$ cat src/sv/tsmp_pkg.sv
// Package for the terminal SGR mouse parser: byte codes, token classes,
// and the token and result types shared by the front, back and top level.
// No dependencies.
`timescale 1ns / 1ps

package tsmp_pkg;

  localparam int FIELD_WIDTH_DEF = 16;
  localparam int TOK_DEPTH_DEF   = 4;
  localparam int RES_DEPTH_DEF   = 4;
  localparam int OUT_WIDTH       = 16;

  localparam logic [7:0] BYTE_ESC     = 8'h1B;
  localparam logic [7:0] BYTE_LBRACK  = 8'h5B;
  localparam logic [7:0] BYTE_LT      = 8'h3C;
  localparam logic [7:0] BYTE_PRESS   = 8'h4D;
  localparam logic [7:0] BYTE_RELEASE = 8'h6D;
  localparam logic [7:0] BYTE_SEMI    = 8'h3B;
  localparam logic [7:0] BYTE_ZERO    = 8'h30;
  localparam logic [7:0] BYTE_NINE    = 8'h39;
  localparam logic [7:0] FINAL_LO     = 8'h40;
  localparam logic [7:0] FINAL_HI     = 8'h7E;

  localparam logic [2:0] CLS_OTHER   = 3'd0;
  localparam logic [2:0] CLS_ESC     = 3'd1;
  localparam logic [2:0] CLS_LBRACK  = 3'd2;
  localparam logic [2:0] CLS_LT      = 3'd3;
  localparam logic [2:0] CLS_PRESS   = 3'd4;
  localparam logic [2:0] CLS_RELEASE = 3'd5;
  localparam logic [2:0] CLS_SEMI    = 3'd6;
  localparam logic [2:0] CLS_DIGIT   = 3'd7;

  typedef struct packed {
    logic [2:0] cls;
    logic       is_final;
    logic [3:0] digit;
    logic [7:0] data;
  } token_t;

  typedef struct packed {
    logic                 event_kind;
    logic [7:0]           key_code;
    logic [OUT_WIDTH-1:0] button;
    logic [OUT_WIDTH-1:0] column;
    logic [OUT_WIDTH-1:0] row_number;
  } result_t;

endpackage

$ cat src/sv/tsmp_fifo.sv
// Small register-based FIFO used between the front and back and on the
// result side. Generic width and depth; no package dependency.
`timescale 1ns / 1ps

module tsmp_fifo #(
  parameter int WIDTH = 8,
  parameter int DEPTH = 4
) (
  input  logic             clk,
  input  logic             rst,
  input  logic             wr,
  input  logic [WIDTH-1:0] wdata,
  input  logic             rd,
  output logic [WIDTH-1:0] rdata,
  output logic             full,
  output logic             empty
);

  localparam int PW = (DEPTH > 1) ? $clog2(DEPTH) : 1;
  localparam int CW = $clog2(DEPTH + 1);
  localparam logic [PW-1:0] LAST = PW'(DEPTH - 1);
  localparam logic [CW-1:0] CNT_FULL = CW'(DEPTH);

  logic [WIDTH-1:0] mem [DEPTH];
  logic [PW-1:0]    wr_ptr;
  logic [PW-1:0]    rd_ptr;
  logic [CW-1:0]    count;
  logic             do_wr;
  logic             do_rd;

  assign full  = (count == CNT_FULL);
  assign empty = (count == '0);
  assign do_wr = wr && !full;
  assign do_rd = rd && !empty;
  assign rdata = mem[rd_ptr];

  always_ff @(posedge clk) begin
    if (rst) begin
      wr_ptr <= '0;
      rd_ptr <= '0;
      count  <= '0;
    end else begin
      if (do_wr) begin
        wr_ptr <= (wr_ptr == LAST) ? '0 : wr_ptr + 1'b1;
      end
      if (do_rd) begin
        rd_ptr <= (rd_ptr == LAST) ? '0 : rd_ptr + 1'b1;
      end
      if (do_wr && !do_rd) begin
        count <= count + 1'b1;
      end else if (do_rd && !do_wr) begin
        count <= count - 1'b1;
      end
    end
  end

  always_ff @(posedge clk) begin
    if (do_wr) begin
      mem[wr_ptr] <= wdata;
    end
  end

endmodule

$ cat src/sv/tsmp_front.sv
// Front of the parser: accepts input bytes and classifies each into a token
// for the token queue. Depends on tsmp_pkg.
`timescale 1ns / 1ps

module tsmp_front (
  input  logic              push,
  input  logic [7:0]        in_byte,
  input  logic              q_full,
  output logic              full,
  output logic              q_push,
  output tsmp_pkg::token_t  token
);

  import tsmp_pkg::*;

  assign full   = q_full;
  assign q_push = push && !q_full;

  always_comb begin
    token.data     = in_byte;
    token.is_final = (in_byte >= FINAL_LO) && (in_byte <= FINAL_HI);
    token.digit    = in_byte[3:0];
    if (in_byte inside {[BYTE_ZERO:BYTE_NINE]}) begin
      token.cls = CLS_DIGIT;
    end else begin
      case (in_byte)
        BYTE_ESC:     token.cls = CLS_ESC;
        BYTE_LBRACK:  token.cls = CLS_LBRACK;
        BYTE_LT:      token.cls = CLS_LT;
        BYTE_PRESS:   token.cls = CLS_PRESS;
        BYTE_RELEASE: token.cls = CLS_RELEASE;
        BYTE_SEMI:    token.cls = CLS_SEMI;
        default:      token.cls = CLS_OTHER;
      endcase
    end
  end

endmodule

$ cat src/sv/tsmp_back.sv
// Back of the parser: takes one token a cycle from the token queue while the
// result queue is not full, runs the escape and SGR state machine and writes
// events to the result queue. Depends on tsmp_pkg.
`timescale 1ns / 1ps

module tsmp_back #(
  parameter int FIELD_WIDTH = tsmp_pkg::FIELD_WIDTH_DEF
) (
  input  logic              clk,
  input  logic              rst,
  input  tsmp_pkg::token_t  tok,
  input  logic              tok_empty,
  output logic              tok_pop,
  input  logic              res_full,
  output logic              res_push,
  output tsmp_pkg::result_t res
);

  import tsmp_pkg::*;

  localparam logic [2:0] PH_IDLE = 3'd0;
  localparam logic [2:0] PH_ESC  = 3'd1;
  localparam logic [2:0] PH_CSI  = 3'd2;
  localparam logic [2:0] PH_SKIP = 3'd3;
  localparam logic [2:0] PH_SGR  = 3'd4;

  localparam logic [1:0] LAST_FIELD = 2'd2;

  logic [2:0]             phase;
  logic [2:0]             phase_next;
  logic [1:0]             field_index;
  logic [1:0]             field_index_next;
  logic                   digit_seen;
  logic                   digit_seen_next;
  logic [FIELD_WIDTH-1:0] fields [3];
  logic                   clear_fields;
  logic                   load_digit;
  logic [FIELD_WIDTH-1:0] cur;
  logic [FIELD_WIDTH+3:0] prod;
  logic [FIELD_WIDTH-1:0] sat;
  logic [FIELD_WIDTH+OUT_WIDTH-1:0] ext [3];
  logic                   emit_key;
  logic                   emit_click;
  logic                   go;

  assign go       = !tok_empty && !res_full;
  assign tok_pop  = go;
  assign res_push = go && (emit_key || emit_click);

  assign cur  = fields[field_index];
  assign prod = ({4'b0, cur} << 3) + ({4'b0, cur} << 1)
              + {{FIELD_WIDTH{1'b0}}, tok.digit};
  assign sat  = (|prod[FIELD_WIDTH+3:FIELD_WIDTH]) ? '1 : prod[FIELD_WIDTH-1:0];

  always_comb begin
    for (int i = 0; i < 3; i++) begin
      ext[i] = {{OUT_WIDTH{1'b0}}, fields[i]};
    end
  end

  always_comb begin
    phase_next       = phase;
    field_index_next = field_index;
    digit_seen_next  = digit_seen;
    clear_fields     = 1'b0;
    load_digit       = 1'b0;
    emit_key         = 1'b0;
    emit_click       = 1'b0;
    case (phase)
      PH_ESC: begin
        if (tok.cls == CLS_LBRACK) begin
          phase_next = PH_CSI;
        end else if (tok.cls == CLS_ESC) begin
          phase_next = PH_ESC;
        end else begin
          phase_next = PH_IDLE;
          emit_key   = 1'b1;
        end
      end
      PH_CSI: begin
        if (tok.cls == CLS_LT) begin
          clear_fields     = 1'b1;
          field_index_next = '0;
          digit_seen_next  = 1'b0;
          phase_next       = PH_SGR;
        end else if (tok.is_final) begin
          phase_next = PH_IDLE;
        end else begin
          phase_next = PH_SKIP;
        end
      end
      PH_SKIP: begin
        if (tok.is_final) begin
          phase_next = PH_IDLE;
        end
      end
      PH_SGR: begin
        case (tok.cls)
          CLS_PRESS, CLS_RELEASE: begin
            phase_next = PH_IDLE;
            emit_click = (tok.cls == CLS_PRESS) && (field_index == LAST_FIELD)
                       && digit_seen;
          end
          CLS_SEMI: begin
            if (field_index >= LAST_FIELD) begin
              phase_next = PH_IDLE;
            end else begin
              field_index_next = field_index + 1'b1;
              digit_seen_next  = 1'b0;
            end
          end
          CLS_DIGIT: begin
            load_digit      = 1'b1;
            digit_seen_next = 1'b1;
          end
          default: begin
            phase_next = PH_IDLE;
          end
        endcase
      end
      default: begin
        if (tok.cls == CLS_ESC) begin
          phase_next = PH_ESC;
        end else begin
          phase_next = PH_IDLE;
          emit_key   = 1'b1;
        end
      end
    endcase
  end

  always_comb begin
    res.event_kind = emit_click;
    res.key_code   = emit_key ? tok.data : 8'h00;
    res.button     = emit_click ? ext[0][OUT_WIDTH-1:0] : '0;
    res.column     = emit_click ? ext[1][OUT_WIDTH-1:0] : '0;
    res.row_number = emit_click ? ext[2][OUT_WIDTH-1:0] : '0;
  end

  always_ff @(posedge clk) begin
    if (rst) begin
      phase       <= PH_IDLE;
      field_index <= '0;
      digit_seen  <= 1'b0;
    end else if (go) begin
      phase       <= phase_next;
      field_index <= field_index_next;
      digit_seen  <= digit_seen_next;
    end
  end

  always_ff @(posedge clk) begin
    if (go && clear_fields) begin
      for (int i = 0; i < 3; i++) begin
        fields[i] <= '0;
      end
    end else if (go && load_digit) begin
      fields[field_index] <= sat;
    end
  end

endmodule

$ cat src/sv/terminal_sgr_mouse_parser_top.sv
// Top level of the terminal SGR mouse parser: front classifier, token queue,
// parser back end and result queue. Depends on tsmp_pkg and the submodules.
//
//   Channel   Handshake          Fields
//   input     push / full        in_byte
//   result    pop / empty        event_kind, key_code, button, column, row_number
//
// One byte is taken per cycle while full is low; an accepted byte is registered
// in the token queue, and any event it yields is registered in the result queue.
// Each queue holds four entries by default; full and empty come from their counts.
// Reset clears both queues and the parser state.
// A stalled result side fills the result queue, then the token queue, then
// raises full.
`timescale 1ns / 1ps

module terminal_sgr_mouse_parser_top #(
  parameter int FIELD_WIDTH = tsmp_pkg::FIELD_WIDTH_DEF,
  parameter int TOK_DEPTH   = tsmp_pkg::TOK_DEPTH_DEF,
  parameter int RES_DEPTH   = tsmp_pkg::RES_DEPTH_DEF
) (
  input  logic        clk,
  input  logic        rst,
  input  logic        push,
  output logic        full,
  input  logic [7:0]  in_byte,
  output logic        empty,
  input  logic        pop,
  output logic        event_kind,
  output logic [7:0]  key_code,
  output logic [15:0] button,
  output logic [15:0] column,
  output logic [15:0] row_number
);

  import tsmp_pkg::*;

  token_t  tok_in;
  token_t  tok_out;
  logic    tok_push;
  logic    tok_pop;
  logic    tok_full;
  logic    tok_empty;
  result_t res_in;
  result_t res_out;
  logic    res_push;
  logic    res_full;

  tsmp_front u_front (
    .push    (push),
    .in_byte (in_byte),
    .q_full  (tok_full),
    .full    (full),
    .q_push  (tok_push),
    .token   (tok_in)
  );

  tsmp_fifo #(
    .WIDTH ($bits(token_t)),
    .DEPTH (TOK_DEPTH)
  ) u_tok_fifo (
    .clk   (clk),
    .rst   (rst),
    .wr    (tok_push),
    .wdata (tok_in),
    .rd    (tok_pop),
    .rdata (tok_out),
    .full  (tok_full),
    .empty (tok_empty)
  );

  tsmp_back #(
    .FIELD_WIDTH (FIELD_WIDTH)
  ) u_back (
    .clk       (clk),
    .rst       (rst),
    .tok       (tok_out),
    .tok_empty (tok_empty),
    .tok_pop   (tok_pop),
    .res_full  (res_full),
    .res_push  (res_push),
    .res       (res_in)
  );

  tsmp_fifo #(
    .WIDTH ($bits(result_t)),
    .DEPTH (RES_DEPTH)
  ) u_res_fifo (
    .clk   (clk),
    .rst   (rst),
    .wr    (res_push),
    .wdata (res_in),
    .rd    (pop),
    .rdata (res_out),
    .full  (res_full),
    .empty (empty)
  );

  assign event_kind = res_out.event_kind;
  assign key_code   = res_out.key_code;
  assign button     = res_out.button;
  assign column     = res_out.column;
  assign row_number = res_out.row_number;

  a_res_no_overflow: assert property (@(posedge clk) disable iff (rst)
    res_push |-> !res_full)
    else $error("result written while result queue is full");

  a_tok_pop_nonempty: assert property (@(posedge clk) disable iff (rst)
    tok_pop |-> !tok_empty)
    else $error("token taken from an empty queue");

  a_click_no_key: assert property (@(posedge clk) disable iff (rst)
    (!empty && event_kind) |-> (key_code == 8'h00))
    else $error("click event carries a key code");

  a_key_no_fields: assert property (@(posedge clk) disable iff (rst)
    (!empty && !event_kind) |-> (button == '0 && column == '0 && row_number == '0))
    else $error("key event carries mouse fields");

  a_reset_clears: assert property (@(posedge clk)
    rst |=> (empty && !full))
    else $error("queues not cleared by reset");

endmodule
$ cat config.mk
export PLATFORM = sky130hd
export DESIGN_NAME = terminal_sgr_mouse_parser_top
export DESIGN_NICKNAME = d
export VERILOG_FILES = /design/src/sv/tsmp_pkg.sv /design/src/sv/tsmp_fifo.sv /design/src/sv/tsmp_front.sv /design/src/sv/tsmp_back.sv /design/src/sv/terminal_sgr_mouse_parser_top.sv
export SDC_FILE = /design/constraint.sdc
export NUM_CORES = 1
export LEC_CHECK = 0
export ABC_AREA = 0
export BUFFER_PORTS_ARGS = -buffer_cell sky130_fd_sc_hd__clkbuf_2
export CAP_MARGIN = 20
export CORE_ASPECT_RATIO = 1.75
export CORE_MARGIN = 2
export CORE_UTILIZATION = 65
export CTS_CLUSTER_DIAMETER = 30
export DETAILED_ROUTE_END_ITERATION = 7
export GPL_TIMING_DRIVEN = 0
export PLACE_DENSITY = 0.82
export SETUP_SLACK_MARGIN = 0.3
export SYNTH_ARGS = -nofsm -noshare
export SYNTH_HDL_FRONTEND = slang
export SYNTH_SLANG_ARGS = --single-unit
$ cat constraint.sdc
create_clock -name clk -period 7.2 [get_ports clk]
set_clock_uncertainty 0.1 [all_clocks]
set_input_delay 0 -clock clk [delete_from_list [all_inputs] [get_ports clk]]
set_output_delay 0 -clock clk [all_outputs]
set_load 0.01 [all_outputs]
## Word level (Yosys, flattened, before mapping)

Memory sizes are Yosys's and may differ from the RTL's. A register that Yosys moved wholly into a read port is not among the register bits.
Index checks and enable logic that the tools add are counted.

- Register bits: 20
- Bits in latches: 0
- Memory bits (writable): 340
- Memory bits (read-only): 0
- Input bits: 12
- Output and inout port bits: 59
- Logic and storage cells: 156
- Memories: 3

- Add/subtract/negate cells: 11
- $mul: 0
- Div/mod/pow operators: 0
- Order comparisons: 5
- Eq/ne operators: 32
- Shift operators: 0
- Muxes and demuxes: 58
- Bitwise logic cells: 0
- Reduce and logical (&&, ||, !) cells: 38

Memory list:

| memory | words | width | read ports | clocked after memory_dff | wr ports | RTL line | text |
|---|---|---|---|---|---|---|---|
| u_res_fifo.mem | 4 | 57 | 1 | 1 | 1 | tsmp_fifo.sv:24 | `logic [WIDTH-1:0] mem [DEPTH];` |
| u_tok_fifo.mem | 4 | 16 | 1 | 1 | 1 | tsmp_fifo.sv:24 |  |
| u_back.fields | 3 | 16 | 4 | 1 | 3 | tsmp_back.sv:35 | `logic [FIELD_WIDTH-1:0] fields [3];` |

Operator list:

| operator | count |
|---|---|
| 2-to-1 mux 16 bit | 5 |
| 2-to-1 mux 2 bit | 15 |
| 2-to-1 mux 3 bit | 9 |
| == test 8 x 7 -> 1 bit (second input constant) | 3 |
| == test 3 bit (second input constant) | 7 |
| 2-to-1 mux 1 bit | 21 |
| adder 19 x 17 -> 20 bit | 1 |
| adder 20 x 4 -> 20 bit | 1 |
| case mux 3 bit (6 select lines) | 1 |
| logical AND 1 bit | 17 |
| == test 8 x 6 -> 1 bit (second input constant) | 2 |
| OR reduction 16 bit | 1 |
| == test 3 x 2 -> 1 bit (second input constant) | 4 |
| case mux 3 bit (4 select lines) | 1 |
| adder 2 x 1 -> 2 bit (second input constant) | 5 |
| == test 2 bit (second input constant) | 5 |
| AND reduction 5 bit | 2 |
| == test 8 x 5 -> 1 bit (second input constant) | 1 |
| >= comparator 8 x 6 -> 1 bit (second input constant) | 1 |
| >= comparator 8 x 7 -> 1 bit (second input constant) | 1 |
| <= comparator 8 x 6 -> 1 bit (second input constant) | 1 |
| <= comparator 8 x 7 -> 1 bit (second input constant) | 1 |
| zero test 1 bit | 8 |
| 2-to-1 mux 8 bit | 1 |
| 18 further kinds | 30 |

## Logic depth before layout (Yosys ltp)

- Word-level depth: 12
- Mapped depth: 14

## By module

Synthesis repeated with hierarchy kept, for this count alone.

- Cells, all modules: 993
- Area total of the unflattened synthesis: 17001.3 um^2

By module, submodules not included:

| module | times used | cells an instance | area each (um^2) |
|---|---|---|---|
| tsmp_fifo (u_res_fifo) | 1 | 347 | 8720.9 |
| tsmp_back | 1 | 475 | 5173.7 |
| tsmp_fifo (u_tok_fifo) | 1 | 134 | 2826.5 |
| tsmp_front | 1 | 37 | 280.3 |

## Worst setup path after synthesis

OpenSTA, ideal clock, no wires.

- Path kind: flip-flop to flip-flop
- Start: register (tool-made name)
- End: memory u_back.fields[0][0] (netlist bit) (data pin)
- Library setup time: 271 ps
- Arrival time: 3872 ps
- Required time: 6829 ps
- Path slack: 2957 ps
- Stages on the path, launching flop included: 15
- Buffers on the path: 4
- Cells stage by stage: dfxtp_1 -> buf_4 -> buf_1 -> mux4_2 -> ha_1 -> ha_1 -> buf_6 -> a21oi_1 -> o221ai_2 -> a21oi_2 -> a21boi_1 -> or3_4 -> a211oi_4 -> buf_6 -> a21oi_1

RTL lines:

| what | RTL line |
|---|---|
| end: declaration | tsmp_back.sv:35 |

==> metrics.txt <==
Post-CTS Hold Fix Bufs 11; # DRC 0; M3 GR Usage under 10%; status completed; Gate power share approximately 26%; final core occ between 70% and 80%; Leak Pwr just under 6 nW; met1 Resource Use GR 31.2%; Die ar. 0.0255 mm2; post-synth top area share between 60% and 70%; layout cell share with drive strength beyond 1 between 20% and 30%; routed length per placed instance 25.3 um; drt pass-1 iters 5; Reg2Reg Depth 14; Req. time, crit path around 7.4 ns; syn nets 972; CTS max path bufs 3; worst vdd ir about 0.00035 V; filler cell count between 1000 and 1500; critical path launch point type flop; Mapped Avg Cell Area roughly 17 um2; first-pass GRT wire length roughly 53000 um; Clock Pin Slew Worst Setup and Hold Paths roughly 0.070 ns; Max Clock Freq between 150 and 200 MHz; final wirelength ~35000 um; H-Tree Depth 2; CTS tree done; Tcrit/Tclk final 71.0%; Total GRT Usage 28.1%; Clock Latency Late Sink between 0.5 and 0.6 ns; row count 75; worst r2r dst u_back.fields[0][13]; DR iter-0 viols approximately 740; port bufs 70; Internal approximately 4.6 mW; Post-synth EDFFs 340; most used routing layer met2; max_slew headroom between 30% and 40%; Netlist cell types 60; GRT overflow 0; vias in the first global route roughly 9000; Sw Pwr between 1.5 and 2 mW; Slew @ Worst Pin roughly 1.0 ns; R2R Setup Slk 2.09 ns; Die W 121 um; DR vias/cell between 6 and 7; Setup TNS 0 ns; worst-path fanout max 10; Antenna Nets Post-Route 0; count of final hold-check violations 0; max-slew violations 0; number of I/O pins slightly above 70; Post-Synthesis Cells around 900; final setup violation count 0; post-CTS setup buffers 0; GR Util met2 roughly half; Yosys reg bits roughly 370; setup repair after global routing missed its margin false; hold path cells 2; critical path arrival 5.28 ns; main area contributors after synthesis edfxtp_1 (65%), mux4_2 (12%), ha_1 (3.7%), dfxtp_1 (3.3%), and2_1 (2.4%); starting density of the core 65.8%; routed via count a little under 9000; Synth area leader edfxtp_1; Die Ht approximately 210 um; Synth Warn # 0; largest net degree at the start of global routing between 50 and 60; Seq/Total Area, Yosys about two thirds; Resized cells post-CTS 0; initial antenna violation count 0; Worst Hold Endpoint u_tok_fifo.mem[0][7]; pwr/cell area about 370 mW/mm2; HPWL Detailed 21800 um; Root Driver clkbuf_16; Period minus WS final 5.11 ns; sw frac approximately 30%; number of CTS-inserted buffers 37; worst min path class in2reg; post-layout net count approximately 1100; min-delay src in_byte[7]; ys async rst share 0%; # clock sinks around 370; Setup CP Type reg2reg; Post-synth top flop edfxtp_1; Synth Cell Area ~0.016 mm2; max-cap viol count 0; Area Growth Syn to Fin 13.5%; number of diodes 0; clock group share of total power between 20 and 30%; Sequential Power Share between 40 and 50%; crit end category flop; Core ar. 0.0238 mm2; Final GP Congestion around 0.90
power groups by stage:
stage                     registers [mW]  clock network (mW)  logic, mW
after floorplan                     2.93                   0       1.12
after CTS                           2.95                1.93       1.71
final                               2.95                1.92       1.69
after detailed placement            2.97                   0       1.67
after global placement              2.97                   0       1.60
after global routing                2.98                2.00       1.83
worst max-delay path, cell delays in order, from the launching register on:
cell	delay [ns]
dfxtp_1	0.31
buf_4	0.21
buf_1	0.69
mux4_2	0.67
ha_1	0.31
ha_1	0.28
buf_2	0.17
a211oi_1	0.23
nor2_1	0.09
o31ai_1	0.38
and4_1	0.26
nor3_1	0.08
a211oi_4	0.67
buf_6	0.26
a21oi_1	0.11
how the worst max path moves through the flow:
stage	from	end	cells past startpoint
6_report	flop	u_back.fields[0][13]	14
5_1_grt	flop	u_back.fields[0][13]	14
4_1_cts	flop	u_back.fields[0][13]	14
3_5_place_dp	flop	u_back.fields[0][13]	14
3_3_place_gp	flop	u_back.fields[0][10]	14
2_1_floorplan	flop	u_back.fields[0][0]	14
registers in the layout (all words and copies together) (netlist names), named ones only:
name / count
u_res_fifo.rd_ptr: 2
u_back.phase: 3
u_back.field_index: 2
u_tok_fifo.rd_ptr: 2
u_tok_fifo.wr_ptr: 2
u_tok_fifo.mem: 48
u_tok_fifo.count: 3
u_res_fifo.mem: 228
u_back.fields: 64
u_back.digit_seen: 1
u_res_fifo.wr_ptr: 2
u_res_fifo.count: 3
area by class of cell:
cell class                      instances  area (um2)  share of cell area (%)
Clock inverter                         29         299                    1.68
Inverter                               18        67.6                   0.379
Tap cell                              308         385                    2.16
Clock buffer                           37         926                    5.20
Buffer                                 44         251                    1.41
Sequential cell                       366       10700                    60.2
Timing Repair Buffer                   83         500                    2.81
Multi-Input combinational cell        481        4650                    26.1
cell usage after synthesis, types with 8 or more instances:
cell and count:
clkbuf_1 13, a21oi_1 70, nand3_1 13, nor3_1 9
xor2_1 11, buf_2 15, and2_1 59, buf_6 8
ha_1 47, nor2_1 30, dfxtp_1 26, mux2i_1 10
mux4_2 84, o21ai_0 16, nor2b_1 16, edfxtp_1 340
nand2_1 38, inv_1 17
cells by family after synthesis:
kind of cell / count (synthesis) / synth area share, %
AO/OA/AOI/OAI: 130 / 5.21
XOR/XNOR: 15 / 0.837
adder cells (fa/ha/maj): 51 / 4.26
buffers and inverters: 62 / 2.03
flip-flops: 366 / 68.4
multiplexers: 96 / 12.8
AND/OR/NAND/NOR: 189 / 6.45
cell usage in the layout (no fill, tap or decap), types with 4 or more instances in the layout:
cell type	netlist	routed
a21o_1	4	4
a21oi_1	70	70
a21oi_2	6	6
a31oi_1	6	6
and2_1	59	55
and2_4	0	4
buf_1	6	6
buf_2	15	15
buf_6	8	8
clkbuf_1	13	13
clkbuf_16	0	37
clkbuf_2	0	70
clkinv_2	0	4
clkinv_4	0	5
clkinvlp_4	0	4
dfxtp_1	26	26
dlygate4sd3_1	0	11
edfxtp_1	340	340
fa_1	4	4
ha_1	47	47
inv_1	17	17
inv_6	0	5
mux2i_1	10	10
mux4_2	84	84
nand2_1	38	38
nand2b_1	4	4
nand3_1	13	13
nand4_1	6	6
nor2_1	30	30
nor2b_1	16	16
nor3_1	9	9
o21ai_0	16	16
xnor2_1	4	4
xor2_1	11	11
per-stage QoR:
step                std cells  power [mW]  hold WS (ns)  worst slack (ns)  cell area (um2)
finish                   1366        6.56         0.168              2.09            17800
global route             1366        6.81         0.174              1.84            17800
CTS                      1366        6.60         0.141              2.14            17800
detailed placement       1289        4.64         0.156              2.19            16500
global placement         1287        4.57         0.148              2.19            16400
floorplan                 909        4.05      -0.00113              2.96            15700
layer usage:
metal  up-vias  part of all wire, %
met5         -                    0
met4         0                  5.6
met3       129                  6.0
met2       447                   56
met1      4470                   33
li1       3826                    -
Note: power is estimated with default switching activity, not from simulation.
